[src/rtl/sacl_pkg.sv]
`default_nettype none

package sacl_pkg;

	localparam int ADDR_W      = 32;
	localparam int OFFSET_W    = 5;
	localparam int TOTAL_LINES = 512;
	localparam int MAX_WAYS    = 16;
	localparam int LINE_IDX_W  = $clog2(TOTAL_LINES);
	localparam int WAY_W       = $clog2(MAX_WAYS);
	localparam int ROWS        = TOTAL_LINES / MAX_WAYS;
	localparam int ROW_W       = $clog2(ROWS);
	localparam int TAG_W       = ADDR_W - OFFSET_W - ROW_W;
	localparam int RANK_W      = 4;
	localparam int LG_W        = 3;
	localparam int LG_MIN      = 1;
	localparam int LG_MAX      = $clog2(MAX_WAYS);
	localparam int CNT_W       = 32;

	// one line of the tag store
	typedef struct packed {
		logic [TAG_W-1:0]  tag;
		logic              valid;
		logic [RANK_W-1:0] rank;
	} lane_t;

	// one RAM row: every line of the widest set
	typedef lane_t [MAX_WAYS-1:0] row_t;

	localparam int ROW_BITS = $bits(row_t);

	// controller to datapath commands
	typedef struct packed {
		logic accept;
		logic look;
		logic update;
	} cmd_t;

endpackage

`default_nettype wire

[src/rtl/sacl_ctrl.sv]
`default_nettype none

module sacl_ctrl
	import sacl_pkg::*;
(
	input  wire logic clk,
	input  wire logic arst_n,
	input  wire logic start,
	output logic      busy,
	output cmd_t      cmd
);

	typedef enum logic [2:0] {
		ST_IDLE   = 3'b001,
		ST_LOOK   = 3'b010,
		ST_UPDATE = 3'b100
	} state_t;

	state_t state_q, state_d;
	logic   accept;

	assign busy   = (state_q == ST_LOOK);
	assign accept = start && !busy;

	always_comb begin
		state_d = state_q;
		unique case (state_q)
			ST_IDLE:   if (accept) state_d = ST_LOOK;
			ST_LOOK:   state_d = ST_UPDATE;
			ST_UPDATE: state_d = accept ? ST_LOOK : ST_IDLE;
			default:   state_d = ST_IDLE;
		endcase
	end

	always_ff @(posedge clk or negedge arst_n) begin
		if (!arst_n) begin
			state_q <= ST_IDLE;
		end else begin
			state_q <= state_d;
		end
	end

	assign cmd.accept = accept;
	assign cmd.look   = (state_q == ST_LOOK);
	assign cmd.update = (state_q == ST_UPDATE);

endmodule

`default_nettype wire

[config.mk]
export PLATFORM = sky130hd
export DESIGN_NAME = sacl_ctrl
export DESIGN_NICKNAME = d
export VERILOG_FILES = /design/src/rtl/sacl_pkg.sv /design/src/rtl/sacl_ctrl.sv
export SDC_FILE = /design/constraint.sdc
export NUM_CORES = 1
export LEC_CHECK = 0
export BUFFER_PORTS_ARGS = -buffer_cell sky130_fd_sc_hd__buf_2
export CORE_AREA = 2 2 39 41
export DETAILED_ROUTE_END_ITERATION = 12
export DIE_AREA = 0 0 41 43
export PLACE_DENSITY_LB_ADDON = 0.15
export SYNTH_ARGS = -nofsm -noshare
export SYNTH_HDL_FRONTEND = slang
export SYNTH_SLANG_ARGS = --single-unit
[constraint.sdc]
create_clock -name clk -period 1.04 [get_ports clk]
set_input_delay 0.156 -clock clk [delete_from_list [all_inputs] [get_ports clk]]
set_output_delay 0.156 -clock clk [all_outputs]
set_load 0.01 [all_outputs]
==> run_results.csv, run 1 <==
group,metric,value,unit
global_route,grt_pass1_vias,132,
synth,synth_nets,17,
worst_hold_path,min_from,"start",
timing,period_minus_slack,1.23,ns
cts,cts_max_path_buffers,2,
routing,drc,0,
worst_setup_path,cp-startpoint,"state_q[0]$_DFFE_PN1P_",
global_route,gr-total-overflow,0,
place,placed_cell_area,238,um2
routing,postRouteAntennaNets,0,
final_layout,antenna_cells,0,
worst_hold_path,whs_endpoint,"state_q[1]$_DFFE_PN0P_",
timing,fmax,811,MHz
synth,synth_cells,14,
routing,avgRoutedWirePerCell,9.20,um
worst_setup_path,slowest_delay,0.56,ns
worst_hold_path,hold_path.class,"primary input to register",
worst_setup_path,rr_worst_depth,5,
worst_setup_path,cp_top_family,"flip-flops",
worst_setup_path,start_kind,"register",
cts,cts_root_buf,"clkbuf_4",
synth,yosys_warnings,0,
timing,setup_violations,6,
routing,firstDrtPassIters,2,
global_route,antenna_found_initial,0,
cts,clock_latency,0.23,ns
timing,tightest_slew,0.189,ns
die,initial_core_util,0.131,
worst_setup_path,end_kind,"output port",
timing,clock_skew,0.00112,ns
run_status,status,"finished with violations",
routing,drt-total-wl,414,um
final_layout,layout.nets,33,
power,irDropWorstVdd,0.974,mV
final_layout,nFillCells,151,
routing,drt_iter0_drc,2,
die,coreArea,1380,um2
power,powerDensity,2460,nW/um2
timing,maxSlewViolCount,0,
cts,clk_pin_slew_worst_paths,0.04,ns
worst_setup_path,crit_buf_inv,1,
place,dp_hpwl,267,um
final_layout,fin_util,0.234,
cts,cts.sinks,3,
worst_setup_path,crit_chain,"nor3b_4, nor2b_1, buf_2",
worst_setup_path,cp.arrival,1.08,ns
cts,cts_tree,"yes",
timing,rsz0062_at_grt,"true",
die,dieArea,1760,um2
worst_setup_path,r2r-end,"state_q[0]$_DFFE_PN1P_",
timing,min_period_over_period,1.19,
cts,cts_inserted_buffers,3,
routing,via_per_inst,3.60,
power,p_leak,0.151,nW
die,chipHeight,43,um
worst_setup_path,ff2ff_setup_slack,-0.15,ns
final_layout,final_cells,45,
synth,synth_cell_types,10,
worst_setup_path,slowest_stage,"dfstp_2",
worst_setup_path,worstSetupPathType,"register to output port",
place,gp_congestion,0.711,
global_route,grt_usage,0.0483,
run_status,violations,"negative setup slack",
worst_hold_path,min_delay_path_depth,2,
final_layout,drive_above_1_share,0.759,
worst_setup_path,required,0.88,ns
cts,htreeDepth,1,
worst_setup_path,reg2reg_from,"state_q[2]$_DFFE_PN0P_",
global_route,grt_pass1_wl,524,um
final_layout,largest_reg_flops,3,
place,numPortBuffers,6,
place,post-place-ws,-0.00159,ns
place,placed_cells,36,
timing,finalHoldViolCount,0,
die,row_count,14,
die,io_pins,7,
global_route,grt_max_degree,5,
timing,fin_ws,-0.193,ns
timing,relSlewSlack,0.874,
routing,num_vias,162,
final_layout,top_regs,"state_q: 3 flops",
synth,ys_seq_area_frac,0.421,
timing,holdWs,0.229,ns
synth,synth.ff_latch_count,3,
final_layout,largest_register,"state_q",
synth,synth_area,181,um2
final_layout,final_area,324,um2
die,die_x,41,um
synth,avgSynthCellArea,13.0,um2
worst_setup_path,cp_max_fo,4,
run,maxCapViolations,0,
final_layout,syn_to_final_growth,78.6,%
[cell type report]
type                       count  area, um2  share of cell area
clock buffer                   4       26.3              0.0811
multi-input combinational      9        109               0.336
sequential                     3       76.3               0.236
tap                           16       20.0              0.0618
timing repair buffer          13       92.6               0.286
[logic make-up after synthesis]
kind of cell | synth area share
simple gates | 0.448
flops | 0.421
buf+inv | 0.0827
xor+xnor | 0.0483
[cell usage in the layout (no fill, tap or decap), drive strengths merged]
cell         netlist  final
clkbuf             0      4
nor3               1      1
dfrtp              2      2
dlygate4sd3        0      1
nor2b              1      1
nor3b              4      4
dfstp              1      1
buf                2     12
xnor2              1      1
and4bb             2      2
[synth_stat cells, drive strengths merged]
cell / n / area share
and4bb: 2 / 0.14
buf: 2 / 0.083
dfrtp: 2 / 0.28
dfstp: 1 / 0.14
nor2b: 1 / 0.035
nor3: 1 / 0.055
nor3b: 4 / 0.22
xnor2: 1 / 0.048
[per-stage QoR]
step	total power (W)	setup TNS, ns
2_1_floorplan	0.000404	-0.0456
3_3_place_gp	0.000485	-0.00629
3_5_place_dp	0.000480	-0.00159
4_1_cts	0.000748	-0.820
5_1_grt	0.000855	-1.23
6_report	0.000797	-0.850
[what timing repair did]
item	CTS	global route
gates resized for setup	0	4
hold endpoints to repair	3	0
setup endpoints to repair	5	6
hold buffers	1	0
pin swaps	1	2
buffers inserted	3	1
[power breakdown]
part	internal (W)	switching [W]
registers	0.000173	0.0000496
logic	0.000234	0.000140
clock network	0.000144	0.0000565
total	0.000550	0.000246
[worst max path at each step]
| stage | to | slack [ns] | cells past startpoint |
|---|---|---|---|
| finish | cmd[2] | -0.19 | 3 |
| global route | cmd[2] | -0.23 | 3 |
| CTS | cmd[2] | -0.21 | 3 |
| detailed placement | state_q[0]$_DFFE_PN1P_ | -0.002 | 2 |
| global placement | state_q[0]$_DFFE_PN1P_ | -0.006 | 2 |
| floorplan | cmd[2] | -0.05 | 3 |
[metal layers]
metal  vias up  routed length (um)  track usage
met5         -                   0            0
met4         0                   0       0.0600
met3         0                  31       0.0209
met2         5                 199       0.0500
met1        79                 183       0.0615
li1         78                   -            -
Power figures use the tool's default switching activity.
==> run 2: changes to the inputs <==
--- a/config.mk
+++ b/config.mk
@@ -5,6 +5,7 @@
 export SDC_FILE = /design/constraint.sdc
 export NUM_CORES = 1
 export LEC_CHECK = 0
+export ABC_AREA = 1
 export BUFFER_PORTS_ARGS = -buffer_cell sky130_fd_sc_hd__buf_2
 export CORE_AREA = 2 2 39 41
 export DETAILED_ROUTE_END_ITERATION = 12
==> run 2 against run 1 <==
  * The flow still finishes with violations (negative setup slack)
  * First-iteration DRC count fell by 100%
  * Final cell count grew 13%
  * Combinational power fell by 25%
  * Register-to-register slack improved by 0.12 ns
  * Total power decreased by 15%
  * Via count is 0.62% higher
  * Sequential power decreased by 11%
  * Critical path depth up 1
  * Fmax decreased by 1.4%
  * Clock skew barely moved
  * Sequential share of layout area grew 2.3 points
  * Global-route usage up 0.90 points
  * Critical path type unchanged
  * Largest cell class is now buffers
  * Largest power group unchanged
==> run_results.csv, run 2 <==
group,metric,value,unit
run_status,status,"finished with violations",
run_status,violations,"negative setup slack",
place,placed_cell_area,200,um2
final_layout,final_area,295,um2
synth,async_flop_share,1.00,
synth,synth_cell_types,10,
synth,synth_cells,20,
timing,finalHoldViolCount,0,
worst_setup_path,slowest_stage,"dfstp_2",
cts,clk_pin_slew_worst_paths,0.04,ns
routing,via_per_inst,3.20,
cts,cts_inserted_buffers,3,
timing,fmax,799,MHz
die,chipHeight,43,um
global_route,grt_pass1_wl,614,um
cts,cts.sinks,3,
final_layout,drive_above_1_share,0.657,
worst_setup_path,worstSetupPathType,"register to output port",
timing,relSlewSlack,0.899,
synth,synth_nets,23,
synth,ys.flop_type,"dfrtp_1",
timing,rsz0062_at_grt,"true",
worst_setup_path,crit_buf_inv,2,
place,gp_congestion,0.610,
synth,synth_area,158,um2
die,die_x,41,um
routing,num_vias,163,
timing,fin_ws,-0.211,ns
worst_setup_path,cp_top_family,"flip-flops",
power,powerDensity,2310,nW/um2
final_layout,largest_reg_flops,3,
synth,avgSynthCellArea,7.88,um2
routing,drc,0,
synth,synth.most_common_cell,"inv_1",
cts,cts_max_path_buffers,2,
synth,synth_area_leader_cell,"dfrtp_1",
synth,synth_top_area_frac,0.317,
timing,setup_violations,5,
global_route,grtUsageMet2,0.0875,
final_layout,antenna_cells,0,
place,numPortBuffers,6,
power,irDropWorstVdd,0.690,mV
cts,htreeDepth,1,
routing,firstDrtPassIters,1,
final_layout,largest_register,"state_q",
cts,clock_latency,0.23,ns
timing,tightest_slew,0.151,ns
timing,holdWs,0.0846,ns
routing,avgRoutedWirePerCell,7.00,um
timing,maxSlewViolCount,0,
power,p_leak,0.173,nW
synth,synth.ff_latch_count,3,
global_route,gr-total-overflow,0,
die,io_pins,7,
routing,drt_iter0_drc,0,
timing,clock_skew,0.000839,ns
final_layout,syn_to_final_growth,87.3,%
worst_hold_path,hold_path.class,"primary input to register",
global_route,antenna_found_initial,0,
run,maxCapViolations,0,
die,dieArea,1760,um2
place,dp_hpwl,258,um
global_route,met3_usage,0.00524,
final_layout,top_regs,"state_q: 3 flops",
worst_setup_path,start_kind,"register",
worst_setup_path,required,0.88,ns
global_route,grt_max_degree,4,
final_layout,layout.nets,39,
synth,yosys_warnings,0,
routing,postRouteAntennaNets,0,
global_route,grt_pass1_vias,189,
timing,min_period_over_period,1.20,
place,post-place-ws,-0.00652,ns
worst_setup_path,cp.arrival,1.10,ns
power,p_total,0.000681,W
synth,netlist_top_cells_area,"dfrtp_1, dfstp_2, inv_1",
synth,ys_top_cells_by_count,"inv_1, nand2_1, buf_4, dfrtp_1, nor2_1",
global_route,grt_usage,0.0573,
worst_setup_path,cp_max_fo,3,
timing,period_minus_slack,1.25,ns
final_layout,nFillCells,164,
routing,drt-total-wl,357,um
die,row_count,14,
final_layout,final_cell_mix,"inv_1, buf_2, buf_4, nand2_2, clkbuf_4",
global_route,met1_usage,0.0419,
worst_setup_path,end_kind,"output port",
worst_setup_path,slowest_delay,0.53,ns
cts,cts_root_buf,"clkbuf_4",
die,initial_core_util,0.114,
synth,synth_edf_count,0,
die,coreArea,1380,um2
global_route,grt-busiest-layer,"met4",
synth,ys_seq_area_frac,0.484,
cts,cts_tree,"yes",
worst_setup_path,crit_chain,"nor2_2, nand2_2, inv_1, buf_2",
-- run 2: changes by cell type in the layout (fill, tap and decap cells not counted), moves of 2 or more --
cell / previous run / this run
a21oi_2: 0 / 2
nor3b_2: 2 / 0
nand2_2: 0 / 3
inv_1: 0 / 5
-- run 2: repair_timing --
item	in CTS	in global routing
gates resized for setup	5	2
setup buffers	3	2
endpoints found under the setup margin	4	6
hold endpoints to repair	3	0
hold buffers	1	0
pin swaps	3	3
-- run 2: area by class of cell --
type                            count  area [um2]  share of cell area
Tap cell                           16        20.0              0.0678
Timing Repair Buffer               13        95.1               0.322
Multi-Input combinational cell      9        55.1               0.186
Inverter                            6        22.5              0.0763
Clock buffer                        4        26.3              0.0890
Sequential cell                     3        76.3               0.258
-- run 2: where the power goes --
| group | switching (W) | internal [W] |
|---|---|---|
| sequential | 0.0000264 | 0.000173 |
| clock | 0.0000568 | 0.000144 |
| combinational | 0.000145 | 0.000137 |
-- run 2: per-layer routing --
layer | part of all wire | up-vias
met2 | 0.63 | 3
li1 | - | 84
met5 | 0 | -
met3 | 0.039 | 0
met4 | 0 | 0
met1 | 0.32 | 76
-- run 2: stage by stage --
stage | cells | TNS (ns) | utilization
floorplan | 20 | 0 | -
global placement | 41 | -0.00399 | 0.145
detailed placement | 41 | -0.00652 | 0.145
CTS | 49 | -0.849 | 0.198
global route | 51 | -1.12 | 0.213
finish | 51 | -0.822 | 0.213
-- run 2: worst paths after layout --
kind	startpoint	end	slack, ns	cells after the start
max	state_q[0]$_DFFE_PN1P_	cmd[1]	-0.21	4
min	start	state_q[0]$_DFFE_PN1P_	0.08	2
max reg2reg	state_q[0]$_DFFE_PN1P_	state_q[2]$_DFFE_PN0P_	-0.03	6
min reg2reg	state_q[0]$_DFFE_PN1P_	state_q[1]$_DFFE_PN0P_	0.61	2
max in group asynchronous	arst_n	state_q[0]$_DFFE_PN1P_	0.60	2
min in group asynchronous	arst_n	state_q[2]$_DFFE_PN0P_	0.25	2
-- run 2: cells by family after synthesis --
group                  share of synthesized area
buffers and inverters                      0.238
and+or+nand+nor                            0.190
DFF                                        0.484
AOI/OAI and AO/OA                         0.0873
